## config.mk

```make
export PLATFORM = sky130hd
export DESIGN_NAME = mff_ctrl_flat
export DESIGN_NICKNAME = d
export VERILOG_FILES = /design/src/design/mff_pkg.sv /design/src/design/mff_in_if.sv /design/src/design/mff_ctrl.sv /design/src/flat_wrapper.sv
export SDC_FILE = /design/constraint.sdc
export NUM_CORES = 1
export LEC_CHECK = 0
export BUFFER_PORTS_ARGS = -buffer_cell sky130_fd_sc_hd__buf_4
export CAP_MARGIN = 25
export CORE_MARGIN = 4
export CORE_UTILIZATION = 51
export DETAILED_ROUTE_END_ITERATION = 6
export MAX_ROUTING_LAYER = met4
export PLACE_DENSITY = 0.75
export REMOVE_ABC_BUFFERS = 1
export SLEW_MARGIN = 20
export SYNTH_ARGS = -nofsm -noshare
export SYNTH_HDL_FRONTEND = slang
export SYNTH_SLANG_ARGS = --single-unit
```

## constraint.sdc

```tcl
create_clock -name clk -period 6.2 [get_ports clk]
set_clock_uncertainty 0.2 [all_clocks]
set_input_delay 0 -clock clk [delete_from_list [all_inputs] [get_ports clk]]
set_output_delay 0 -clock clk [all_outputs]
set_load 0.02 [all_outputs]
```

## src/design/mff_pkg.sv

```systemverilog
// Package for the multichannel frame FIFO: sizes, result kinds and the
// control structs passed between the controller, the lanes and the merge stage.
// No dependencies.
`default_nettype none

package mff_pkg;

    localparam int CAPACITY     = 1024;
    localparam int MAX_CHANNELS = 4;
    localparam int MAX_READ     = 64;

    function automatic int ring_of(input int cap);
        int r;
        r = 1;
        while (r < cap)
            r = r << 1;
        return r;
    endfunction

    localparam int RING = ring_of(CAPACITY);
    localparam int AW   = (RING > 1) ? $clog2(RING) : 1;
    localparam int LW   = (MAX_CHANNELS > 1) ? $clog2(MAX_CHANNELS) : 1;

    localparam int CW  = 3;
    localparam int FW  = 13;
    localparam int RQW = 7;
    localparam int AVW = 11;
    localparam int SW  = 32;
    localparam int PW  = 32;

    typedef logic [SW-1:0] sample_t;

    typedef enum logic [2:0] {
        KIND_ACCEPT  = 3'd0,
        KIND_DROP    = 3'd1,
        KIND_READ    = 3'd2,
        KIND_EMPTY   = 3'd3,
        KIND_INVALID = 3'd4
    } kind_t;

    typedef enum logic {
        CMD_WRITE = 1'b0,
        CMD_READ  = 1'b1
    } cmd_t;

    typedef struct packed {
        logic          wr_en;
        logic [AW-1:0] wr_addr;
        logic [AW-1:0] rd_addr;
        logic [CW-1:0] src;
        logic [CW-1:0] lane_count;
    } lane_ctl_t;

    typedef struct packed {
        logic           load;
        kind_t          kind;
        logic           last;
        logic [AVW-1:0] avail;
        logic [PW-1:0]  dropped;
        logic [PW-1:0]  rtotal;
    } emit_t;

endpackage

`default_nettype wire

```

## src/design/mff_in_if.sv

```systemverilog
// Input channel of the multichannel frame FIFO: valid/ready plus one item.
// Depends on mff_pkg.
`default_nettype none

interface mff_in_if;
    logic                   valid;
    logic                   ready;
    logic                   cmd;
    logic                   block_start;
    logic [mff_pkg::FW-1:0] block_frames;
    logic [mff_pkg::CW-1:0] src_channels;
    mff_pkg::sample_t       in_sample_0;
    mff_pkg::sample_t       in_sample_1;
    mff_pkg::sample_t       in_sample_2;
    mff_pkg::sample_t       in_sample_3;
    logic [mff_pkg::RQW-1:0] max_frames;

    modport source (
        output valid, cmd, block_start, block_frames, src_channels,
               in_sample_0, in_sample_1, in_sample_2, in_sample_3, max_frames,
        input  ready
    );

    modport sink (
        input  valid, cmd, block_start, block_frames, src_channels,
               in_sample_0, in_sample_1, in_sample_2, in_sample_3, max_frames,
        output ready
    );
endinterface

`default_nettype wire

```

## src/design/mff_ctrl.sv

```systemverilog
// Controller: block admission, ring positions, drop and read counters, read
// sequencing and lane commands. Depends on mff_pkg and mff_in_if.
`default_nettype none

module mff_ctrl (
    input  wire logic                   clk,
    input  wire logic                   rst_n,
    input  wire logic                   cfg_we,
    input  wire logic [mff_pkg::CW-1:0] cfg_wdata,
    mff_in_if.sink                      item_in,
    input  wire logic                   slot_free,
    output mff_pkg::lane_ctl_t          lane_ctl,
    output mff_pkg::emit_t              emit
);

    typedef enum logic {
        ST_IDLE,
        ST_READ
    } state_t;

    localparam logic [mff_pkg::AW:0]    RING_W = (mff_pkg::AW + 1)'(mff_pkg::RING);
    localparam logic [mff_pkg::RQW-1:0] MAXR_W = mff_pkg::RQW'(mff_pkg::MAX_READ);
    localparam logic [mff_pkg::CW-1:0]  MAXC_W = mff_pkg::CW'(mff_pkg::MAX_CHANNELS);

    state_t                   state_reg,  state_next;
    logic [mff_pkg::CW-1:0]   chan_reg,   chan_next;
    logic [mff_pkg::PW-1:0]   commit_reg, commit_next;
    logic [mff_pkg::PW-1:0]   work_reg,   work_next;
    logic [mff_pkg::PW-1:0]   rpos_reg,   rpos_next;
    logic [mff_pkg::PW-1:0]   drop_reg,   drop_next;
    logic [mff_pkg::FW-1:0]   left_reg,   left_next;
    logic                     admit_reg,  admit_next;
    logic [mff_pkg::CW-1:0]   src_reg,    src_next;
    logic [mff_pkg::RQW-1:0]  count_reg,  count_next;

    logic                     accept;
    logic [mff_pkg::PW-1:0]   avail_cur;
    logic [mff_pkg::AW:0]     free_w;
    logic [mff_pkg::RQW-1:0]  want;
    logic [mff_pkg::PW-1:0]   n32;
    logic [mff_pkg::PW:0]     dsum;
    logic                     proceed;
    logic [mff_pkg::PW-1:0]   avail_after;

    assign item_in.ready = (state_reg == ST_IDLE) && slot_free;
    assign accept        = item_in.valid && item_in.ready;

    always_comb
    begin
        state_next  = state_reg;
        chan_next   = chan_reg;
        commit_next = commit_reg;
        work_next   = work_reg;
        rpos_next   = rpos_reg;
        drop_next   = drop_reg;
        left_next   = left_reg;
        admit_next  = admit_reg;
        src_next    = src_reg;
        count_next  = count_reg;
        proceed     = 1'b0;

        emit.load = 1'b0;
        emit.kind = mff_pkg::KIND_INVALID;
        emit.last = 1'b1;

        lane_ctl.wr_en = 1'b0;

        avail_cur = commit_reg - rpos_reg;
        free_w    = RING_W - avail_cur[mff_pkg::AW:0];
        want      = (item_in.max_frames > MAXR_W) ? MAXR_W : item_in.max_frames;
        n32       = (mff_pkg::PW'(want) < avail_cur) ? mff_pkg::PW'(want) : avail_cur;
        dsum      = {1'b0, drop_reg} + (mff_pkg::PW + 1)'(item_in.block_frames);

        unique case (state_reg)
            ST_IDLE:
            begin
                if (accept && item_in.cmd == mff_pkg::CMD_WRITE)
                begin
                    emit.load = 1'b1;
                    if (item_in.block_start)
                    begin
                        work_next  = commit_reg;
                        left_next  = '0;
                        admit_next = 1'b0;
                        if (item_in.src_channels == '0 || item_in.src_channels > MAXC_W
                            || item_in.block_frames == '0)
                        begin
                            emit.kind = mff_pkg::KIND_INVALID;
                        end
                        else
                        begin
                            proceed   = 1'b1;
                            src_next  = item_in.src_channels;
                            left_next = item_in.block_frames;
                            if (item_in.block_frames > mff_pkg::FW'(free_w))
                            begin
                                drop_next = dsum[mff_pkg::PW] ? '1 : dsum[mff_pkg::PW-1:0];
                            end
                            else
                            begin
                                admit_next = 1'b1;
                            end
                        end
                    end
                    else if (left_reg == '0)
                    begin
                        emit.kind = mff_pkg::KIND_INVALID;
                    end
                    else
                    begin
                        proceed = 1'b1;
                    end

                    if (proceed)
                    begin
                        left_next = left_next - mff_pkg::FW'(1);
                        if (!admit_next)
                        begin
                            emit.kind = mff_pkg::KIND_DROP;
                        end
                        else
                        begin
                            emit.kind      = mff_pkg::KIND_ACCEPT;
                            lane_ctl.wr_en = 1'b1;
                            work_next      = work_next + mff_pkg::PW'(1);
                            if (left_next == '0)
                            begin
                                commit_next = work_next;
                                admit_next  = 1'b0;
                            end
                        end
                    end
                end
                else if (accept)
                begin
                    emit.load = 1'b1;
                    if (n32 == '0)
                    begin
                        emit.kind = mff_pkg::KIND_EMPTY;
                    end
                    else
                    begin
                        emit.load  = 1'b0;
                        count_next = n32[mff_pkg::RQW-1:0];
                        state_next = ST_READ;
                    end
                end
            end

            ST_READ:
            begin
                if (slot_free)
                begin
                    emit.load  = 1'b1;
                    emit.kind  = mff_pkg::KIND_READ;
                    emit.last  = (count_reg == mff_pkg::RQW'(1));
                    rpos_next  = rpos_reg + mff_pkg::PW'(1);
                    count_next = count_reg - mff_pkg::RQW'(1);
                    if (count_reg == mff_pkg::RQW'(1))
                        state_next = ST_IDLE;
                end
            end

            default:
            begin
                state_next = ST_IDLE;
            end
        endcase

        if (cfg_we)
        begin
            chan_next   = cfg_wdata;
            commit_next = '0;
            work_next   = '0;
            rpos_next   = '0;
            drop_next   = '0;
            left_next   = '0;
            admit_next  = 1'b0;
            src_next    = '0;
            state_next  = ST_IDLE;
        end

        avail_after  = commit_next - rpos_next;
        emit.avail   = avail_after[mff_pkg::AVW-1:0];
        emit.dropped = drop_next;
        emit.rtotal  = rpos_next;

        lane_ctl.wr_addr = work_reg[mff_pkg::AW-1:0];
        if (item_in.block_start)
            lane_ctl.wr_addr = commit_reg[mff_pkg::AW-1:0];
        lane_ctl.rd_addr = rpos_next[mff_pkg::AW-1:0];
        lane_ctl.src     = item_in.block_start ? item_in.src_channels : src_reg;
        if (chan_reg == '0)
            lane_ctl.lane_count = mff_pkg::CW'(1);
        else if (chan_reg > MAXC_W)
            lane_ctl.lane_count = MAXC_W;
        else
            lane_ctl.lane_count = chan_reg;
    end

    always_ff @(posedge clk or negedge rst_n)
    begin
        if (!rst_n)
        begin
            state_reg  <= ST_IDLE;
            chan_reg   <= mff_pkg::CW'(1);
            commit_reg <= '0;
            work_reg   <= '0;
            rpos_reg   <= '0;
            drop_reg   <= '0;
            left_reg   <= '0;
            admit_reg  <= 1'b0;
            src_reg    <= '0;
            count_reg  <= '0;
        end
        else
        begin
            state_reg  <= state_next;
            chan_reg   <= chan_next;
            commit_reg <= commit_next;
            work_reg   <= work_next;
            rpos_reg   <= rpos_next;
            drop_reg   <= drop_next;
            left_reg   <= left_next;
            admit_reg  <= admit_next;
            src_reg    <= src_next;
            count_reg  <= count_next;
        end
    end

endmodule

`default_nettype wire

```

## src/flat_wrapper.sv

```systemverilog
// flat-port wrapper written by rule: the top's interface ports become plain ports
module mff_ctrl_flat 
  (clk, rst_n, cfg_we, cfg_wdata, slot_free, lane_ctl, emit, item_in_valid, item_in_cmd, item_in_block_start, item_in_block_frames, item_in_src_channels, item_in_in_sample_0, item_in_in_sample_1, item_in_in_sample_2, item_in_in_sample_3, item_in_max_frames, item_in_ready);
  mff_in_if item_in_i ();
  input  wire logic clk;
  input  wire logic rst_n;
  input  wire logic cfg_we;
  input  wire logic [mff_pkg::CW-1:0] cfg_wdata;
  input  wire logic slot_free;
  output mff_pkg::lane_ctl_t lane_ctl;
  output mff_pkg::emit_t emit;
  input wire logic [$bits(item_in_i.valid)-1:0] item_in_valid;
  input wire logic [$bits(item_in_i.cmd)-1:0] item_in_cmd;
  input wire logic [$bits(item_in_i.block_start)-1:0] item_in_block_start;
  input wire logic [$bits(item_in_i.block_frames)-1:0] item_in_block_frames;
  input wire logic [$bits(item_in_i.src_channels)-1:0] item_in_src_channels;
  input wire logic [$bits(item_in_i.in_sample_0)-1:0] item_in_in_sample_0;
  input wire logic [$bits(item_in_i.in_sample_1)-1:0] item_in_in_sample_1;
  input wire logic [$bits(item_in_i.in_sample_2)-1:0] item_in_in_sample_2;
  input wire logic [$bits(item_in_i.in_sample_3)-1:0] item_in_in_sample_3;
  input wire logic [$bits(item_in_i.max_frames)-1:0] item_in_max_frames;
  output wire logic [$bits(item_in_i.ready)-1:0] item_in_ready;
  assign item_in_i.valid = item_in_valid;
  assign item_in_i.cmd = item_in_cmd;
  assign item_in_i.block_start = item_in_block_start;
  assign item_in_i.block_frames = item_in_block_frames;
  assign item_in_i.src_channels = item_in_src_channels;
  assign item_in_i.in_sample_0 = item_in_in_sample_0;
  assign item_in_i.in_sample_1 = item_in_in_sample_1;
  assign item_in_i.in_sample_2 = item_in_in_sample_2;
  assign item_in_i.in_sample_3 = item_in_in_sample_3;
  assign item_in_i.max_frames = item_in_max_frames;
  assign item_in_ready = item_in_i.ready;
  mff_ctrl u_core (.clk(clk), .rst_n(rst_n), .cfg_we(cfg_we), .cfg_wdata(cfg_wdata), .item_in(item_in_i), .slot_free(slot_free), .lane_ctl(lane_ctl), .emit(emit));
endmodule
```

==> results of run 1 <==
what timing repair did:
item | CTS | global route
pin swaps | 26 | 19
buffers inserted | 36 | 11
resized for setup | 53 | 39
endpoints found under the hold margin | 129 | 0
setup endpoints to repair | 11 | 21
hold buffers | 41 | 0
report_power, final:
part	switching, mW	internal, mW
clock network	0.468	0.631
registers	0.0364	1.05
logic	0.446	0.379
total	0.951	2.06
metrics by stage:
| stage | worst slack, ns | power, mW |
|---|---|---|
| after floorplan | -1.474 | 1.482 |
| after global placement | -0.8762 | 1.757 |
| after detailed placement | -1.035 | 1.775 |
| after CTS | -0.7720 | 2.952 |
| after global routing | -1.345 | 3.124 |
| final | -0.9997 | 3.008 |
cells by family (layout without fill, tap and decap cells):
| kind of cell | count (synthesis) | in the layout | synth area share |
|---|---|---|---|
| multiplexers | 60 | 60 | 0.04620 |
| XOR/XNOR | 130 | 130 | 0.08528 |
| adder cells (fa/ha/maj) | 81 | 81 | 0.07759 |
| buffers and inverters | 191 | 479 | 0.06654 |
| AO/OA/AOI/OAI | 390 | 390 | 0.1930 |
| AND/OR/NAND/NOR | 630 | 630 | 0.2389 |
| flip-flops | 156 | 156 | 0.2925 |
layout by cell type (no fill, tap or decap), drive strengths merged, types with 7 or more instances in the layout:
master and n:
a211oi 14, a21o 26, a21oi 128, a222oi 10, a22o 7, a22oi 8
a31oi 18, and2 14, and3 33, and4 8, buf 302, clkbuf 21
dfrtp 155, dlygate4sd3 41, ha 78, inv 107, mux2 13, mux2i 47
nand2 137, nand2b 20, nand3 50, nand3b 8, nand4 25, nor2 171
nor2b 28, nor3 65, nor4 20, o211ai 9, o21a 11, o21ai 73
o22ai 11, o31ai 7, or2 17, or3 11, xnor2 93, xor2 37
critical path, delay by kind of cell, from the launching register on:
kind	cells	cell delay, ns
AND/OR/NAND/NOR	10	1.83
AO/OA/AOI/OAI	11	1.68
adder cells (fa/ha/maj)	5	1.34
buffers and inverters	7	0.69
XOR/XNOR	3	0.40
flip-flops	1	0.39
multiplexers	1	0.22
worst max-delay path by stage:
stage | startpoint | end | slack (ns) | cells after the start
3_3_place_gp | u_core.commit_reg[0] | emit[74] | -0.88 | 35
5_1_grt | u_core.rpos_reg[1] | emit[74] | -1.35 | 35
2_1_floorplan | u_core.commit_reg[0] | emit[74] | -1.47 | 33
4_1_cts | u_core.commit_reg[0] | emit[74] | -0.77 | 36
3_5_place_dp | u_core.commit_reg[0] | emit[74] | -1.03 | 35
6_report | u_core.commit_reg[0] | emit[74] | -1.0 | 37
layout make-up:
class	instances	area, µm²	share of cell area
repair buffers	343	2746	0.1620
clock inverters	10	128.9	0.007602
flip-flops and latches	156	3905	0.2303
well taps	330	412.9	0.02436
inverters	105	396.6	0.02340
multi-input cells	1291	8892	0.5245
clock buffers	21	470.5	0.02775
metal layers:
metal  vias to the layer above  routed length [µm]  GRT usage
met5                         -                   0          -
met4                         0                1578     0.1033
met3                        98                2872    0.04170
met2                       600               20270     0.4697
met1                      6531               18430     0.3877
li1                       6408                   -          -
==> metrics, run 1 <==
status finished with violations; violations in the final reports negative hold slack, negative setup slack; Detailed Route WL 43150 µm; top cells by area, synth sky130_fd_sc_hd__dfrtp_1 29%, sky130_fd_sc_hd__ha_1 7.3%, sky130_fd_sc_hd__xnor2_1 6.1%; prevailing post-synth register cell sky130_fd_sc_hd__dfrtp_1; post-route worst setup slack -0.9997 ns; Die ar. 28830 µm²; synth warn 0; worst flop-to-flop path startpoint u_core.commit_reg[0]; HPWL Detailed 30630 µm; most frequent cells after synthesis 171 x sky130_fd_sc_hd__nor2_1, 155 x sky130_fd_sc_hd__dfrtp_1, 137 x sky130_fd_sc_hd__nand2_1, 128 x sky130_fd_sc_hd__a21oi_1, 102 x sky130_fd_sc_hd__inv_1; category of the worst setup path launch point flip-flop; Final nets 2156; drt drc 0; Clock Sink Count 156; Pwr Density 177.4 nW/µm²; Total GRT Usage 0.2955; # Max-Cap Violations 0; aggregate global routing overflow 0; worst min-delay path class in -> async; Clock Path Buffers 2; number of enable-type register cells in the synthesized netlist 0; largest voltage drop on the vdd net 189.6 µV; clock slew at reported path FFs 0.07 ns; worst-margin pin slew 0.8799 ns; via count of the first global-routing pass 13139; Post-DP Area 15290 µm²; post-route cell area 16950 µm²; H-tree depth reported by CTS 4; CP Data Required Time 6.00 ns; Starting Density 0.5242; fin crit share 1.161; max-slew headroom at the worst pin 0.4112; detailed-route via count 13637; share of the synthesized area in the top cell type 0.2905; post-synthesis cell area 13350 µm²; critical path arrival 7.00 ns; fraction of final layout cells with drive strength greater than 1 0.2347; die extent in x 169.8 µm; first-pass GRT wire length 67970 µm; total negative setup slack -4.071 ns; area of the core region 25470 µm²; number of antenna violations at the first check in global routing 1; Worst Reg2Reg Path Length in Cells 34; clock period minus worst slack 7.200 ns; LEAKAGE 8.091 nW; #FFs+latches synth 156; Die Height 169.8 µm; TritonCTS clock tree built; critical path peak fanout 4; number of antenna-violating nets in the routed design 0; final cell count without fillers 2256; fraction of registers with async set/reset 1.000; post-DR vias/cell 6.045; Final Max Slew Viols 0; critical path endpoint category primary output; Worst R2R Setup Slack 0.09 ns; sequential fraction of the synthesis area 0.2925; number of distinct standard cells referenced by the synthesized netlist 93; slowest stage delay, CP 0.39 ns; final number of setup-violating endpoints 8; cell taking the most area after synthesis sky130_fd_sc_hd__dfrtp_1; start-to-end type of the worst setup path reg -> out; post-route core utilization 0.6655; Mapped Cells 1638; gpl congestion 0.9687; detail-routed net length per standard cell 19.12 µm; Top-Level Pins 269; Iteration-0 DRC Markers 1251; Port Buf Inserts 140; Fillers 2061; number of endpoints with negative hold slack in the final report 10; clk root buf sky130_fd_sc_hd__clkbuf_16; Mapped Avg Cell Area 8.151 µm²; unrepaired setup endpoints after global routing yes; layout-stage area growth over the synthesis result 26.97%; Max Clock Freq 138.9 MHz; worst skew pair latency 0.44 ns; post-route worst hold slack -0.009622 ns; # placed instances 2149; pin count of the biggest net entering global routing 82; Antenna Diode Count 0; destination of the worst register-to-register timing path u_core.count_reg[4]; Max stage delay cell, worst path sky130_fd_sc_hd__dfrtp_1; # rows 58; CTS buffer count 17; most common cell in the synthesized netlist sky130_fd_sc_hd__nor2_1; number of detailed-routing iterations run before antenna repair 5
No activity file was read; power rests on OpenSTA's default activity.
==> run 2: changes to the inputs <==
Settings changed: PLACE_DENSITY 0.75 to not set, PLACE_DENSITY_LB_ADDON set to 0.08.
==> run 2 against run 1 <==
  * The run ends with negative setup slack left
  * Hold slack better by 0.025 ns
  * Wire length fell by 4.9%
  * Global-route usage is 0.52 points lower
  * Non-clock buffer count decreased by 39
  * Worst setup slack improved by 0.039 ns
  * Clock power barely moved
  * Die area stayed put
  * Final area decreased by 2.4%
  * Sequential share of layout area grew 0.57 points
  * Fmax up 0.55%
  * Critical path depth unchanged
  * Via count down 4.5%
==> metrics, run 2 (synthesis results as in run 1) <==
aggregate global routing overflow 0 (unchanged); Total GRT Usage 0.2904 (was 0.2955); Final Max Slew Viols 0 (unchanged); critical path arrival 6.96 ns (was 7.00 ns); unrepaired setup endpoints after global routing yes (unchanged); number of antenna-violating nets in the routed design 0 (unchanged); Top-Level Pins 269 (unchanged); Internal Power 1.945 mW (was 2.057 mW); clock slew at reported path FFs 0.07 ns (about the same); final cell count without fillers 2218 (was 2256); category of the worst setup path launch point flip-flop (unchanged); Starting Density 0.5242 (unchanged); via count of the first global-routing pass 12519 (was 13139); status finished with violations (unchanged); layout-stage area growth over the synthesis result 23.91% (was 26.97%); slowest stage delay, CP 0.40 ns (was 0.39 ns); switching power 995.0 µW (was 950.8 µW); worst flop-to-flop path startpoint u_core.commit_reg[0] (unchanged); post-route worst setup slack -0.9604 ns (was -0.9997 ns); number of detailed-routing iterations run before antenna repair 6 (was 5); fraction of final layout cells with drive strength greater than 1 0.2182 (was 0.2347); number of endpoints with negative hold slack in the final report 0 (was 10); Switching Share 0.3384 (was 0.3161); destination of the worst register-to-register timing path u_core.count_reg[5] (was u_core.count_reg[4]); combinational power share 0.260 (was 0.274); TritonCTS clock tree built (unchanged); Pwr Density 177.7 nW/µm² (was 177.4 nW/µm²); hold path startpoint item_in_block_frames[10]; worst-margin pin slew 0.9212 ns (was 0.8799 ns); clock period minus worst slack 7.160 ns (was 7.200 ns); max-slew headroom at the worst pin 0.3836 (was 0.4112); drt drc 0 (unchanged); number of antenna violations at the first check in global routing 0 (was 1); Max Clock Freq 139.7 MHz (was 138.9 MHz); die extent in x 169.8 µm (unchanged); Post-DP Area 15200 µm² (was 15290 µm²); Max stage delay cell, worst path sky130_fd_sc_hd__dfrtp_1 (unchanged); critical path peak fanout 4 (unchanged); Clock Sink Count 156 (unchanged); worst min-delay path class in -> reg (was in -> async); post-route worst hold slack 0.01511 ns (was -0.009622 ns); critical path endpoint category primary output (unchanged); clock group share of total power 0.372 (was 0.366); detail-routed net length per standard cell 18.49 µm (was 19.12 µm); H-tree depth reported by CTS 4 (unchanged); violations in the final reports negative setup slack (was negative hold slack, negative setup slack); Worst Reg2Reg Path Length in Cells 23 (was 34); final number of setup-violating endpoints 8 (unchanged); first-pass GRT wire length 66180 µm (was 67970 µm); clk root buf sky130_fd_sc_hd__clkbuf_16 (unchanged); destination of the worst hold path u_core.left_reg[11]; most frequent standard cell in the layout excluding fill and tap cells sky130_fd_sc_hd__buf_4 (unchanged); hold-critical path depth 6; Port Buf Inserts 140 (unchanged); Clock Path Buffers 2 (unchanged); # placed instances 2137 (was 2149); sequential group share of total power 0.368 (was 0.360); post-route cell area 16540 µm² (was 16950 µm²); Worst R2R Setup Slack 0.28 ns (was 0.09 ns); CP Data Required Time 6.00 ns (about the same); Iteration-0 DRC Markers 1056 (was 1251); LEAKAGE 7.883 nW (was 8.091 nW); CTS buffer count 17 (unchanged); Antenna Diode Count 0 (unchanged); # Max-Cap Violations 0 (unchanged); HPWL Detailed 30480 µm (was 30630 µm); largest voltage drop on the vdd net 184.5 µV (was 189.6 µV); worst skew pair latency 0.44 ns (about the same); Final nets 2117 (was 2156); area of the core region 25470 µm² (unchanged); Fillers 2191 (was 2061); Detailed Route WL 41020 µm (was 43150 µm); post-DR vias/cell 5.869 (was 6.045); pin count of the biggest net entering global routing 98 (was 82); gpl congestion 0.9303 (was 0.9687); commonest cells after routing, fill and taps aside 267 x sky130_fd_sc_hd__buf_4, 165 x sky130_fd_sc_hd__nor2_1, 155 x sky130_fd_sc_hd__dfrtp_1 (was 288 x sky130_fd_sc_hd__buf_4, 164 x sky130_fd_sc_hd__nor2_1, 155 x sky130_fd_sc_hd__dfrtp_1); Die ar. 28830 µm² (unchanged); # rows 58 (unchanged); Critical Path Start u_core.commit_reg[0] (unchanged); fin crit share 1.155 (was 1.161); Die Height 169.8 µm (unchanged); start-to-end type of the worst setup path reg -> out (unchanged); detailed-route via count 13018 (was 13637)
[run 2: cell count changes in the layout (fill, tap and decap cells not counted), sizes merged]
cell	change
clkinvlp	-1
clkbuf	-4
bufinv	-2
dlygate4sd3	-12
buf	-27
clkinv	+8
[run 2: per-layer routing]
layer,GRT usage,vias up,part of all wire
met3,0.04379,73,0.047
met2,0.4657,379,0.47
met1,0.3765,6223,0.45
met4,0.09940,0,0.032
li1,-,6343,-
met5,-,-,0
[run 2: area by class of cell]
type,count,area (µm²),area share
sequential,156,3905,0.2360
clock buffer,17,425.4,0.02571
timing repair buffer,304,2379,0.1438
inverter,105,396.6,0.02398
multi-input combinational,1291,8831,0.5338
tap,330,412.9,0.02496
clock inverter,15,193.9,0.01172
[run 2: worst max path at each step]
stage,slack (ns),to,cells after the start
after global placement,-0.65,emit[74],35
after floorplan,-1.47,emit[74],33
final,-0.96,emit[74],37
after global routing,-1.24,emit[74],35
after CTS,-0.76,emit[74],34
after detailed placement,-0.85,emit[74],34
[run 2: critical path, delay by kind of cell (launching register included)]
family / cells / cell delay (ns)
buffers and inverters: 8 / 0.92
and+or+nand+nor: 9 / 1.47
adders and majority gates: 5 / 1.38
muxes: 1 / 0.16
xor gates and xnor gates: 3 / 0.40
DFF: 1 / 0.40
AOI/OAI and AO/OA: 11 / 1.77
[run 2: power by group through the flow]
| stage | clock [mW] | combinational, mW | sequential, mW |
|---|---|---|---|
| 6_report | 1.09 | 0.765 | 1.08 |
| 5_1_grt | 1.16 | 0.834 | 1.09 |
| 4_1_cts | 1.11 | 0.729 | 1.08 |
| 3_5_place_dp | 0 | 0.667 | 1.10 |
| 3_3_place_gp | 0 | 0.659 | 1.10 |
| 2_1_floorplan | 0 | 0.390 | 1.09 |
[run 2: metrics by stage]
stage                     power [mW]  utilization  setup TNS (ns)  worst slack, ns
after detailed placement       1.767       0.5968          -3.121          -0.8481
after global placement         1.757       0.5967          -2.047          -0.6517
after global routing           3.077       0.6495          -6.879           -1.241
final                          2.940       0.6495          -4.749          -0.9604
after CTS                      2.920       0.6425          -3.151          -0.7622
after floorplan                1.482            -          -7.170           -1.474
[run 2: timing repair]
item / in CTS / in global routing
setup buffers: 13 / 7
hold buffers: 29 / 0
gates cloned: 1 / 0
pin swaps: 21 / 18
setup endpoints to repair: 12 / 15
endpoints found under the hold margin: 149 / 0
resized for setup: 37 / 24
