$ cat config.mk
export PLATFORM = sky130hd
export DESIGN_NAME = mff_merge_flat
export DESIGN_NICKNAME = d
export VERILOG_FILES = /design/src/design/mff_pkg.sv /design/src/design/mff_out_if.sv /design/src/design/mff_merge.sv /design/src/flat_wrapper.sv
export SDC_FILE = /design/constraint.sdc
export NUM_CORES = 1
export LEC_CHECK = 0
export BUFFER_PORTS_ARGS = -buffer_cell sky130_fd_sc_hd__clkbuf_2
export CELL_PAD_IN_SITES_DETAIL_PLACEMENT = 0
export CELL_PAD_IN_SITES_GLOBAL_PLACEMENT = 1
export CORE_AREA = 2 2 162 164
export CTS_CLUSTER_DIAMETER = 50
export CTS_CLUSTER_SIZE = 28
export DETAILED_ROUTE_END_ITERATION = 12
export DIE_AREA = 0 0 164 166
export GPL_ROUTABILITY_DRIVEN = 0
export HOLD_SLACK_MARGIN = 0.12
export PLACE_DENSITY = 0.78
export SYNTH_ARGS = -nofsm -noshare
export SYNTH_HDL_FRONTEND = slang
export SYNTH_SLANG_ARGS = --single-unit
$ cat constraint.sdc
create_clock -name clk -period 8 [get_ports clk]
set_input_delay 0.4 -clock clk [delete_from_list [all_inputs] [get_ports clk]]
set_output_delay 0.4 -clock clk [all_outputs]
set_load 0.05 [all_outputs]
$ cat src/design/mff_pkg.sv
// Package for the multichannel frame FIFO: sizes, result kinds and the
// control structs passed between the controller, the lanes and the merge stage.
// No dependencies.
`default_nettype none

package mff_pkg;

    localparam int CAPACITY     = 1024;
    localparam int MAX_CHANNELS = 4;
    localparam int MAX_READ     = 64;

    function automatic int ring_of(input int cap);
        int r;
        r = 1;
        while (r < cap)
            r = r << 1;
        return r;
    endfunction

    localparam int RING = ring_of(CAPACITY);
    localparam int AW   = (RING > 1) ? $clog2(RING) : 1;
    localparam int LW   = (MAX_CHANNELS > 1) ? $clog2(MAX_CHANNELS) : 1;

    localparam int CW  = 3;
    localparam int FW  = 13;
    localparam int RQW = 7;
    localparam int AVW = 11;
    localparam int SW  = 32;
    localparam int PW  = 32;

    typedef logic [SW-1:0] sample_t;

    typedef enum logic [2:0] {
        KIND_ACCEPT  = 3'd0,
        KIND_DROP    = 3'd1,
        KIND_READ    = 3'd2,
        KIND_EMPTY   = 3'd3,
        KIND_INVALID = 3'd4
    } kind_t;

    typedef enum logic {
        CMD_WRITE = 1'b0,
        CMD_READ  = 1'b1
    } cmd_t;

    typedef struct packed {
        logic          wr_en;
        logic [AW-1:0] wr_addr;
        logic [AW-1:0] rd_addr;
        logic [CW-1:0] src;
        logic [CW-1:0] lane_count;
    } lane_ctl_t;

    typedef struct packed {
        logic           load;
        kind_t          kind;
        logic           last;
        logic [AVW-1:0] avail;
        logic [PW-1:0]  dropped;
        logic [PW-1:0]  rtotal;
    } emit_t;

endpackage

`default_nettype wire

$ cat src/design/mff_out_if.sv
// Output channel of the multichannel frame FIFO: valid/ready plus one result item.
// Depends on mff_pkg.
`default_nettype none

interface mff_out_if;
    logic                    valid;
    logic                    ready;
    mff_pkg::kind_t          kind;
    mff_pkg::sample_t        out_sample_0;
    mff_pkg::sample_t        out_sample_1;
    mff_pkg::sample_t        out_sample_2;
    mff_pkg::sample_t        out_sample_3;
    logic                    last;
    logic [mff_pkg::AVW-1:0] available_frames;
    logic [mff_pkg::PW-1:0]  dropped_total;
    logic [mff_pkg::PW-1:0]  read_total;

    modport source (
        output valid, kind, out_sample_0, out_sample_1, out_sample_2, out_sample_3,
               last, available_frames, dropped_total, read_total,
        input  ready
    );

    modport sink (
        input  valid, kind, out_sample_0, out_sample_1, out_sample_2, out_sample_3,
               last, available_frames, dropped_total, read_total,
        output ready
    );
endinterface

`default_nettype wire

$ cat src/design/mff_merge.sv
// Merge stage: combines the lane read words with the controller's result fields
// into the output register. Depends on mff_pkg and mff_out_if.
`default_nettype none

module mff_merge (
    input  wire logic               clk,
    input  wire logic               rst_n,
    input  wire mff_pkg::emit_t     emit,
    input  wire mff_pkg::sample_t   lane_q [mff_pkg::MAX_CHANNELS],
    mff_out_if.source               result_out,
    output logic                    slot_free
);

    logic                    valid_reg;
    mff_pkg::kind_t          kind_reg;
    logic                    last_reg;
    logic [mff_pkg::AVW-1:0] avail_reg;
    logic [mff_pkg::PW-1:0]  dropped_reg;
    logic [mff_pkg::PW-1:0]  rtotal_reg;
    mff_pkg::sample_t        smp_reg [mff_pkg::MAX_CHANNELS];

    assign slot_free = !valid_reg || result_out.ready;

    always_ff @(posedge clk or negedge rst_n)
    begin
        if (!rst_n)
        begin
            valid_reg <= 1'b0;
        end
        else if (slot_free)
        begin
            valid_reg <= emit.load;
        end
    end

    always_ff @(posedge clk)
    begin
        if (slot_free && emit.load)
        begin
            kind_reg    <= emit.kind;
            last_reg    <= emit.last;
            avail_reg   <= emit.avail;
            dropped_reg <= emit.dropped;
            rtotal_reg  <= emit.rtotal;
            for (int c = 0; c < mff_pkg::MAX_CHANNELS; c++)
            begin
                smp_reg[c] <= (emit.kind == mff_pkg::KIND_READ) ? lane_q[c] : '0;
            end
        end
    end

    assign result_out.valid            = valid_reg;
    assign result_out.kind             = kind_reg;
    assign result_out.last             = last_reg;
    assign result_out.available_frames = avail_reg;
    assign result_out.dropped_total    = dropped_reg;
    assign result_out.read_total       = rtotal_reg;
    assign result_out.out_sample_0     = smp_reg[0];
    assign result_out.out_sample_1     = smp_reg[1];
    assign result_out.out_sample_2     = smp_reg[2];
    assign result_out.out_sample_3     = smp_reg[3];

endmodule

`default_nettype wire

$ cat src/flat_wrapper.sv
// flat-port wrapper written by rule: the top's interface ports become plain ports
module mff_merge_flat 
  (clk, rst_n, emit, lane_q, slot_free, result_out_valid, result_out_kind, result_out_out_sample_0, result_out_out_sample_1, result_out_out_sample_2, result_out_out_sample_3, result_out_last, result_out_available_frames, result_out_dropped_total, result_out_read_total, result_out_ready);
  mff_out_if result_out_i ();
  input  wire logic clk;
  input  wire logic rst_n;
  input  wire mff_pkg::emit_t emit;
  input  wire mff_pkg::sample_t lane_q[mff_pkg::MAX_CHANNELS];
  output logic slot_free;
  output wire logic [$bits(result_out_i.valid)-1:0] result_out_valid;
  output wire logic [$bits(result_out_i.kind)-1:0] result_out_kind;
  output wire logic [$bits(result_out_i.out_sample_0)-1:0] result_out_out_sample_0;
  output wire logic [$bits(result_out_i.out_sample_1)-1:0] result_out_out_sample_1;
  output wire logic [$bits(result_out_i.out_sample_2)-1:0] result_out_out_sample_2;
  output wire logic [$bits(result_out_i.out_sample_3)-1:0] result_out_out_sample_3;
  output wire logic [$bits(result_out_i.last)-1:0] result_out_last;
  output wire logic [$bits(result_out_i.available_frames)-1:0] result_out_available_frames;
  output wire logic [$bits(result_out_i.dropped_total)-1:0] result_out_dropped_total;
  output wire logic [$bits(result_out_i.read_total)-1:0] result_out_read_total;
  input wire logic [$bits(result_out_i.ready)-1:0] result_out_ready;
  assign result_out_valid = result_out_i.valid;
  assign result_out_kind = result_out_i.kind;
  assign result_out_out_sample_0 = result_out_i.out_sample_0;
  assign result_out_out_sample_1 = result_out_i.out_sample_1;
  assign result_out_out_sample_2 = result_out_i.out_sample_2;
  assign result_out_out_sample_3 = result_out_i.out_sample_3;
  assign result_out_last = result_out_i.last;
  assign result_out_available_frames = result_out_i.available_frames;
  assign result_out_dropped_total = result_out_i.dropped_total;
  assign result_out_read_total = result_out_i.read_total;
  assign result_out_i.ready = result_out_ready;
  mff_merge u_core (.clk(clk), .rst_n(rst_n), .emit(emit), .lane_q(lane_q), .result_out(result_out_i), .slot_free(slot_free));
endmodule
==> results of run 1 <==
==> through the flow <==
| stage | hold WS, ns | worst slack (ns) | util, % | cell area, µm² | total power, mW |
|---|---|---|---|---|---|
| 4_1_cts | 0.127 | 5.37 | 44.0 | 11300 | 2.81 |
| 5_1_grt | 0.136 | 5.19 | 44.0 | 11300 | 2.87 |
| 3_3_place_gp | 0.185 | 5.29 | 37.6 | 9630 | 1.64 |
| 6_report | 0.154 | 5.40 | 44.0 | 11300 | 2.77 |
| 3_5_place_dp | 0.184 | 5.23 | 37.6 | 9630 | 1.65 |
| 2_1_floorplan | 0.104 | 1.56 | - | 7150 | 1.54 |
==> power by group <==
group	switching (mW)	internal, mW
Sequential	0.0150	1.26
Clock	0.490	0.633
Combinational	0.268	0.105
==> worst reg2reg max path: stages, from the launching register on <==
cell and delay [ns]:
sky130_fd_sc_hd__dfrtp_1 0.38, sky130_fd_sc_hd__nand2b_1 0.11, sky130_fd_sc_hd__and2_4 0.73, sky130_fd_sc_hd__buf_4 0.89
==> routing by layer <==
metal / GRT usage, % / wire, µm
met1: 14.2 / 7000
met2: 23.8 / 9520
met3: 4.87 / 1950
met4: 4.65 / 595
met5: 0 / 0
==> path summary, 6_finish.rpt <==
kind                                               from  cells past startpoint  slack, ns                             endpoint
worst min-delay path                         lane_q[59]                      2       0.15                u_core.smp_reg[2][27]
max in group asynchronous                         rst_n                      2       7.71              u_core.result_out.valid
worst max-delay path            u_core.result_out.valid                      3       5.40  u_core.result_out.dropped_total[13]
worst max register to register  u_core.result_out.valid                      3       5.40  u_core.result_out.dropped_total[13]
worst min register to register  u_core.result_out.valid                      2       0.55              u_core.result_out.valid
min in group asynchronous                         rst_n                      2       0.20              u_core.result_out.valid
==> cell type report <==
class / instances / area [µm²]
repair buffers: 504 / 2940
clock inverters: 19 / 206
multi-input cells: 132 / 841
fillers: 2323 / 14300
well taps: 335 / 419
clock buffers: 25 / 626
flip-flops and latches: 208 / 6240
==> placed cells by master, fill, tap and decap left out <==
cell and instances:
sky130_fd_sc_hd__clkinv_8 1, sky130_fd_sc_hd__inv_8 3, sky130_fd_sc_hd__dlygate4sd3_1 81, sky130_fd_sc_hd__inv_12 2, sky130_fd_sc_hd__and2_1 128, sky130_fd_sc_hd__inv_6 7, sky130_fd_sc_hd__clkinv_2 1, sky130_fd_sc_hd__clkinv_4 1
sky130_fd_sc_hd__bufinv_16 1, sky130_fd_sc_hd__clkbuf_2 419, sky130_fd_sc_hd__clkinvlp_4 2, sky130_fd_sc_hd__edfxtp_1 207, sky130_fd_sc_hd__buf_4 4, sky130_fd_sc_hd__clkinv_1 1, sky130_fd_sc_hd__dfrtp_1 1, sky130_fd_sc_hd__nor3b_4 1
sky130_fd_sc_hd__clkbuf_16 25, sky130_fd_sc_hd__nand2b_1 2, sky130_fd_sc_hd__and2_4 1
==> timing repair <==
item,CTS,global route
hold endpoints to repair,81,0
hold buffers,81,0
setup buffers,0,0
==> logic make-up after synthesis <==
logic type    count (synthesis)
buf+inv                      14
flops                       208
simple gates                132
==> flow_results.xml, run 1 <==
<?xml version="1.0" encoding="UTF-8"?>
<metrics>
  <group name="run_status">
    <metric name="run_status" unit="">complete, no violations</metric>
  </group>
  <group name="clocking">
    <metric name="numClockSinks" unit="">208</metric>
    <metric name="post_cts.resized_instances" unit="">0</metric>
    <metric name="clock_tree_buf_depth" unit="">3</metric>
    <metric name="htreeDepth" unit="">1</metric>
    <metric name="tritoncts_clock_tree" unit="">yes</metric>
    <metric name="numCtsBuffers" unit="">24</metric>
    <metric name="cts.reportedPaths.clkPinSlew" unit="ns">0.07</metric>
    <metric name="cts.root.buffer_cell" unit="">sky130_fd_sc_hd__clkbuf_16</metric>
    <metric name="clkLatencyLatePin" unit="ns">0.52</metric>
  </group>
  <group name="drt">
    <metric name="route.detailed.drc" unit="">0</metric>
    <metric name="vias" unit="">4862</metric>
    <metric name="drt-pass1-iter-count" unit="">4</metric>
    <metric name="avgRoutedWirePerCell" unit="µm">15.6</metric>
    <metric name="detailedRoute.firstIterationViolations" unit="">348</metric>
    <metric name="totalWireLength" unit="µm">19100</metric>
    <metric name="ant_nets" unit="">0</metric>
    <metric name="vias_per_cell" unit="">3.98</metric>
  </group>
  <group name="place">
    <metric name="dp_cells" unit="">1098</metric>
    <metric name="port-buffer-count" unit="">419</metric>
    <metric name="dp_hpwl" unit="µm">13800</metric>
  </group>
  <group name="logic_synthesis">
    <metric name="synth_ff_type" unit="">sky130_fd_sc_hd__edfxtp_1</metric>
    <metric name="postSynth.asyncResetShare" unit="%">0.481</metric>
    <metric name="library_cell_with_the_highest_instance_count_after_synthesis" unit="">sky130_fd_sc_hd__edfxtp_1</metric>
    <metric name="combinational_family_with_the_most_area_after_synthesis" unit="">simple AND/OR/NAND/NOR gates</metric>
    <metric name="synth_top_area_share" unit="%">87.0</metric>
    <metric name="synth-compound-area-share" unit="%">0</metric>
    <metric name="synth.cells.most_frequent" unit="">sky130_fd_sc_hd__edfxtp_1 (207), sky130_fd_sc_hd__and2_1 (129), sky130_fd_sc_hd__clkbuf_2 (13)</metric>
    <metric name="synth_adder_area_share" unit="%">0</metric>
    <metric name="postSynthRegisterBits" unit="">208</metric>
    <metric name="yosys_warnings" unit="">0</metric>
    <metric name="synth_nets" unit="">565</metric>
    <metric name="syn_area" unit="mm²">0.00715</metric>
    <metric name="synth-edff-count" unit="">207</metric>
    <metric name="synthMuxAreaShare" unit="%">0</metric>
    <metric name="synth.avg_cell_area" unit="µm²">20.2</metric>
    <metric name="cell_types_occupying_the_most_area_after_synthesis" unit="">sky130_fd_sc_hd__edfxtp_1 (87%), sky130_fd_sc_hd__and2_1 (11%), sky130_fd_sc_hd__clkbuf_2 (0.91%), sky130_fd_sc_hd__dfrtp_1 (0.35%), sky130_fd_sc_hd__nand2b_1 (0.18%)</metric>
    <metric name="post_synth_inst_count" unit="">354</metric>
    <metric name="synth-simple-area-share" unit="%">11.6</metric>
    <metric name="post_synth_top_area_cell" unit="">sky130_fd_sc_hd__edfxtp_1</metric>
    <metric name="library_cells_used_by_synthesis" unit="">7</metric>
    <metric name="ys_seq_area_share" unit="%">87.3</metric>
    <metric name="post_synth_xor_area_fraction" unit="%">0</metric>
  </group>
  <group name="die">
    <metric name="floorplan.io_pins" unit="">420</metric>
    <metric name="floorplan.die.height" unit="µm">166</metric>
    <metric name="die_area" unit="mm²">0.0272</metric>
    <metric name="rows" unit="">59</metric>
    <metric name="initial_utilization" unit="%">27.9</metric>
    <metric name="core_region_area" unit="mm²">0.0256</metric>
    <metric name="chipWidth" unit="µm">164</metric>
  </group>
  <group name="sta">
    <metric name="fin_crit_sh" unit="%">32.5</metric>
    <metric name="worst_margin_slew" unit="ns">1.01</metric>
    <metric name="report.final.slew_viol_count" unit="">0</metric>
    <metric name="maxSlewHeadroom" unit="%">32.7</metric>
    <metric name="timing.setup.tns" unit="ns">0</metric>
    <metric name="layout_min_cycle_time" unit="ns">2.60</metric>
    <metric name="grt_setup_unrepaired" unit="">false</metric>
    <metric name="fin_worst_skew" unit="ns">0.00843</metric>
    <metric name="maximum_clock_frequency" unit="GHz">0.385</metric>
    <metric name="report.final.setup_viol" unit="">0</metric>
    <metric name="report.final.hold_viol_count" unit="">0</metric>
  </group>
  <group name="final_layout">
    <metric name="final_nets" unit="">1081</metric>
    <metric name="areaGrowthSynthToFinish" unit="%">57.7</metric>
    <metric name="number_of_standard_cells_in_the_layout_taps_in_and_fillers_out" unit="">1223</metric>
    <metric name="flip_flop_count_of_the_largest_register_all_copies_and_words_added" unit="">128</metric>
    <metric name="antennaDiodeCount" unit="">0</metric>
    <metric name="drive_above_1_share" unit="%">52.7</metric>
  </group>
  <group name="setup_path">
    <metric name="path_buf_inv" unit="">1</metric>
    <metric name="critPathMaxFanout" unit="">79</metric>
    <metric name="start_kind" unit="">flip-flop</metric>
    <metric name="timing.critical_path.arrival" unit="ns">2.74</metric>
    <metric name="slowest_delay" unit="ns">0.85</metric>
    <metric name="required" unit="ns">8.14</metric>
    <metric name="worstSetupEndpointType" unit="">flip-flop</metric>
    <metric name="cp_slowest_cell" unit="">sky130_fd_sc_hd__buf_4</metric>
    <metric name="critical_path.cell_chain" unit="">nand2b_1 -&gt; and2_4 -&gt; buf_4</metric>
    <metric name="path_delay_family" unit="">buffers and inverters</metric>
    <metric name="timing.setup.critical_path_class" unit="">reg -&gt; reg</metric>
  </group>
  <group name="pwr">
    <metric name="power_density" unit="mW/mm²">246</metric>
    <metric name="static-leakage-power" unit="nW">4.95</metric>
    <metric name="peakVddDrop" unit="mV">0.169</metric>
  </group>
  <group name="global_routing">
    <metric name="first_pass_grt_wire_length" unit="µm">27700</metric>
    <metric name="overflow" unit="">0</metric>
    <metric name="globalRouteTotalUtil" unit="%">13.2</metric>
    <metric name="vias_in_the_first_global_route" unit="">4974</metric>
    <metric name="antenna_found_initial" unit="">0</metric>
    <metric name="grt_max_degree" unit="">80</metric>
  </group>
  <group name="flow_run">
    <metric name="max_cap_viol_count" unit="">0</metric>
  </group>
  <group name="worst_hold_path">
    <metric name="class_of_the_most_critical_hold_timing_path" unit="">in -&gt; reg</metric>
  </group>
</metrics>
Note: power is estimated with default switching activity, not from simulation.
==> run 2, diff against run 1 <==
--- a/config.mk
+++ b/config.mk
@@ -5,6 +5,7 @@
 export SDC_FILE = /design/constraint.sdc
 export NUM_CORES = 1
 export LEC_CHECK = 0
+export ABC_AREA = 1
 export BUFFER_PORTS_ARGS = -buffer_cell sky130_fd_sc_hd__clkbuf_2
 export CELL_PAD_IN_SITES_DETAIL_PLACEMENT = 0
 export CELL_PAD_IN_SITES_GLOBAL_PLACEMENT = 1
@@ -15,7 +16,7 @@
 export DIE_AREA = 0 0 164 166
 export GPL_ROUTABILITY_DRIVEN = 0
 export HOLD_SLACK_MARGIN = 0.12
-export PLACE_DENSITY = 0.78
+export PLACE_DENSITY = 0.81
 export SYNTH_ARGS = -nofsm -noshare
 export SYNTH_HDL_FRONTEND = slang
 export SYNTH_SLANG_ARGS = --single-unit
==> constraint.sdc (replaced) <==
create_clock -name clk -period 2.51 [get_ports clk]
set_input_delay 0.1255 -clock clk [delete_from_list [all_inputs] [get_ports clk]]
set_output_delay 0.1255 -clock clk [all_outputs]
set_load 0.05 [all_outputs]
==> run 2 against run 1 <==
Net effect:
- global-route usage up 2.6 points
- worst setup slack worse by 4.6 ns
- cell count up 22%
- routed wire length up 19%
- via count up 23%
- clock power rose to 3.2 times the previous value
- sequential power rose to 3.2 times the previous value
- critical path type unchanged
- largest power group unchanged
- highest routed layer unchanged
==> flow_results.xml, run 2 <==
<?xml version="1.0" encoding="UTF-8"?>
<metrics>
  <group name="final_layout">
    <metric name="sequential_area" unit="mm²">0.00624</metric>
    <metric name="multi_input_comb_area" unit="µm²">522</metric>
    <metric name="final_common_cell" unit="">sky130_fd_sc_hd__clkbuf_2</metric>
    <metric name="most-common-layout-cells" unit="">sky130_fd_sc_hd__clkbuf_2 (419), sky130_fd_sc_hd__dlygate4sd3_1 (212), sky130_fd_sc_hd__edfxtp_1 (207)</metric>
    <metric name="antennaDiodeCount" unit="">0</metric>
    <metric name="final_nets" unit="">1347</metric>
    <metric name="number_of_fillers_in_the_final_layout" unit="">2179</metric>
    <metric name="areaGrowthSynthToFinish" unit="%">73.5</metric>
    <metric name="flip_flop_count_of_the_largest_register_all_copies_and_words_added" unit="">128</metric>
    <metric name="drive_above_1_share" unit="%">40.7</metric>
    <metric name="layout.cell_area.non_filler" unit="mm²">0.0128</metric>
  </group>
  <group name="logic_synthesis">
    <metric name="syn_area" unit="mm²">0.00739</metric>
    <metric name="library_cells_used_by_synthesis" unit="">9</metric>
    <metric name="ys_seq_area_share" unit="%">84.4</metric>
    <metric name="synth-edff-count" unit="">207</metric>
    <metric name="yosys_warnings" unit="">0</metric>
    <metric name="postSynthRegisterBits" unit="">208</metric>
    <metric name="postSynth.asyncResetShare" unit="%">0.481</metric>
    <metric name="post_synth_top_area_cell" unit="">sky130_fd_sc_hd__edfxtp_1</metric>
    <metric name="synth.avg_cell_area" unit="µm²">15.2</metric>
    <metric name="library_cell_with_the_highest_instance_count_after_synthesis" unit="">sky130_fd_sc_hd__edfxtp_1</metric>
    <metric name="synth_top_area_share" unit="%">84.1</metric>
    <metric name="synth_nets" unit="">697</metric>
    <metric name="synth.cells.most_frequent" unit="">sky130_fd_sc_hd__edfxtp_1 (207), sky130_fd_sc_hd__inv_1 (132), sky130_fd_sc_hd__nor2_1 (128)</metric>
    <metric name="post_synth_inst_count" unit="">486</metric>
    <metric name="cell_types_occupying_the_most_area_after_synthesis" unit="">sky130_fd_sc_hd__edfxtp_1 (84%), sky130_fd_sc_hd__inv_1 (6.7%), sky130_fd_sc_hd__nor2_1 (6.5%), sky130_fd_sc_hd__buf_6 (2.0%), sky130_fd_sc_hd__dfrtp_1 (0.34%)</metric>
    <metric name="synth_ff_type" unit="">sky130_fd_sc_hd__edfxtp_1</metric>
  </group>
  <group name="place">
    <metric name="postPlaceCellArea" unit="mm²">0.00988</metric>
    <metric name="preCtsSetupSlack" unit="ns">0.881</metric>
    <metric name="port-buffer-count" unit="">419</metric>
    <metric name="dp_hpwl" unit="µm">14900</metric>
  </group>
  <group name="sta">
    <metric name="report.final.hold_viol_count" unit="">0</metric>
    <metric name="report.final.setup_viol" unit="">0</metric>
    <metric name="post-route-worst-setup-slack" unit="ns">0.846</metric>
    <metric name="grt_setup_unrepaired" unit="">false</metric>
    <metric name="report.final.slew_viol_count" unit="">0</metric>
    <metric name="fin_worst_skew" unit="ns">0.0183</metric>
    <metric name="worst_margin_slew" unit="ns">0.482</metric>
    <metric name="layout_min_cycle_time" unit="ns">1.66</metric>
    <metric name="maximum_clock_frequency" unit="GHz">0.601</metric>
    <metric name="maxSlewHeadroom" unit="%">67.8</metric>
    <metric name="timing.setup.tns" unit="ns">0</metric>
    <metric name="fin_crit_sh" unit="%">66.3</metric>
    <metric name="whs" unit="ns">0.318</metric>
  </group>
  <group name="setup_path">
    <metric name="timing.setup.critical_path_class" unit="">reg -&gt; reg</metric>
    <metric name="setup.reg_to_reg.worst_slack" unit="ns">0.85</metric>
    <metric name="rr_endpoint" unit="">u_core.result_out.dropped_total[20]</metric>
    <metric name="start_kind" unit="">flip-flop</metric>
    <metric name="timing.rr.start" unit="">u_core.result_out.valid</metric>
    <metric name="critPathMaxFanout" unit="">89</metric>
    <metric name="r2r.worst_path.cells" unit="">2</metric>
    <metric name="timing.critical_path.arrival" unit="ns">1.81</metric>
    <metric name="required" unit="ns">2.65</metric>
    <metric name="worstSetupEndpointType" unit="">flip-flop</metric>
  </group>
  <group name="clocking">
    <metric name="clock_tree_buf_depth" unit="">3</metric>
    <metric name="post_cts.repair.setup_buffers" unit="">0</metric>
    <metric name="cts.root.buffer_cell" unit="">sky130_fd_sc_hd__clkbuf_16</metric>
    <metric name="cts.reportedPaths.clkPinSlew" unit="ns">0.06</metric>
    <metric name="htreeDepth" unit="">1</metric>
    <metric name="numCtsBuffers" unit="">25</metric>
    <metric name="tritoncts_clock_tree" unit="">yes</metric>
    <metric name="clkLatencyLatePin" unit="ns">0.51</metric>
    <metric name="numClockSinks" unit="">208</metric>
    <metric name="post_cts.resized_instances" unit="">0</metric>
  </group>
  <group name="global_routing">
    <metric name="overflow" unit="">0</metric>
    <metric name="globalRouteTotalUtil" unit="%">15.8</metric>
    <metric name="antenna_found_initial" unit="">0</metric>
    <metric name="grt_max_degree" unit="">90</metric>
    <metric name="first_pass_grt_wire_length" unit="µm">33500</metric>
    <metric name="vias_in_the_first_global_route" unit="">6335</metric>
  </group>
  <group name="worst_hold_path">
    <metric name="class_of_the_most_critical_hold_timing_path" unit="">in -&gt; reg</metric>
    <metric name="hp-start" unit="">emit[54]</metric>
    <metric name="hold_path_depth" unit="">2</metric>
    <metric name="hold_end" unit="">u_core.result_out.dropped_total[22]</metric>
  </group>
  <group name="pwr">
    <metric name="swShare" unit="%">28.1</metric>
    <metric name="total_power" unit="mW">9.05</metric>
    <metric name="power_density" unit="mW/mm²">706</metric>
    <metric name="peakVddDrop" unit="mV">0.579</metric>
    <metric name="share_comb_of_total_power" unit="%">15.8</metric>
    <metric name="static-leakage-power" unit="nW">6.12</metric>
    <metric name="seq_power_share" unit="%">45.0</metric>
    <metric name="internal_power" unit="mW">6.51</metric>
    <metric name="power.net_switching" unit="mW">2.54</metric>
    <metric name="share_clk_of_total_power" unit="%">39.1</metric>
  </group>
  <group name="drt">
    <metric name="ant_nets" unit="">0</metric>
    <metric name="vias" unit="">5981</metric>
    <metric name="avgRoutedWirePerCell" unit="µm">15.2</metric>
    <metric name="drt-pass1-iter-count" unit="">4</metric>
    <metric name="vias_per_cell" unit="">4.02</metric>
    <metric name="totalWireLength" unit="µm">22600</metric>
    <metric name="detailedRoute.firstIterationViolations" unit="">372</metric>
    <metric name="route.detailed.drc" unit="">0</metric>
  </group>
  <group name="die">
    <metric name="chipWidth" unit="µm">164</metric>
    <metric name="rows" unit="">59</metric>
    <metric name="initial_utilization" unit="%">28.9</metric>
    <metric name="floorplan.die.height" unit="µm">166</metric>
    <metric name="core_region_area" unit="mm²">0.0256</metric>
    <metric name="die_area" unit="mm²">0.0272</metric>
    <metric name="floorplan.io_pins" unit="">420</metric>
  </group>
  <group name="run_status">
    <metric name="run_status" unit="">complete, no violations</metric>
  </group>
  <group name="flow_run">
    <metric name="max_cap_viol_count" unit="">0</metric>
  </group>
</metrics>
run 2: cell count changes in the layout (fill, tap and decap cells not counted), moves of 2 or more:
cell,previous run,this run
sky130_fd_sc_hd__nand2b_1,2,0
sky130_fd_sc_hd__clkbuf_1,0,2
sky130_fd_sc_hd__nand2_1,0,2
sky130_fd_sc_hd__dlygate4sd3_1,81,212
sky130_fd_sc_hd__inv_6,7,3
sky130_fd_sc_hd__buf_4,4,1
sky130_fd_sc_hd__nor2_1,0,128
sky130_fd_sc_hd__buf_12,0,5
sky130_fd_sc_hd__and2_1,128,0
sky130_fd_sc_hd__clkinv_4,1,4
sky130_fd_sc_hd__inv_1,0,132
run 2: worst max-delay path by stage:
stage / cells past startpoint / endpoint / startpoint
floorplan: 1 / u_core.result_out.available_frames[0] / u_core.result_out.valid
CTS: 2 / u_core.result_out.dropped_total[2] / u_core.result_out.valid
finish: 2 / u_core.result_out.dropped_total[20] / u_core.result_out.valid
global placement: 2 / u_core.result_out.dropped_total[31] / u_core.result_out.valid
global route: 2 / u_core.result_out.dropped_total[2] / u_core.result_out.valid
detailed placement: 2 / u_core.smp_reg[1][20] / u_core.result_out.valid
run 2: logic make-up after synthesis:
| logic type | synth area share, % |
|---|---|
| AOI/OAI and AO/OA | 0.0676 |
| buffers and inverters | 8.78 |
| DFF | 84.4 |
| and+or+nand+nor | 6.74 |
run 2: stage by stage:
stage | util (%) | std cells
final | 50.1 | 1487
after global routing | 50.1 | 1487
after CTS | 50.1 | 1487
after detailed placement | 38.6 | 1232
after global placement | 38.6 | 1232
after floorplan | - | 486
run 2: routing by layer:
| metal | share of wire, % | global-route usage, % | vias up |
|---|---|---|---|
| met4 | 3.4 | 5.80 | 0 |
| met1 | 37 | 16.9 | 2770 |
| met2 | 51 | 28.8 | 303 |
| met3 | 9.2 | 5.00 | 62 |
| met5 | 0 | 0 | - |
| li1 | - | - | 2846 |
run 2: power groups by stage:
stage	logic [mW]	registers [mW]	clock network [mW]
2_1_floorplan	0.160	4.78	0
3_3_place_gp	1.15	4.14	0
3_5_place_dp	1.16	4.15	0
4_1_cts	1.43	4.08	3.66
5_1_grt	1.51	4.09	3.79
6_report	1.43	4.08	3.54
run 2: timing repair:
item / 4_1_cts / 5_1_grt
endpoints found under the setup margin: 0 / 0
endpoints found under the hold margin: 213 / 0
hold buffers: 212 / 0
run 2: final cells by class:
cell class	count	share of cell area [%]
Multi-Input combinational cell	132	4.07
Clock inverter	16	1.47
Inverter	132	3.86
Timing Repair Buffer	637	33.7
Sequential cell	208	48.7
Tap cell	335	3.27
Clock buffer	27	4.94
run 2: worst max-delay path: stages (launching register included):
cell                      delay (ns)
sky130_fd_sc_hd__dfrtp_2        0.43
sky130_fd_sc_hd__a21oi_4        0.36
sky130_fd_sc_hd__buf_12         0.42
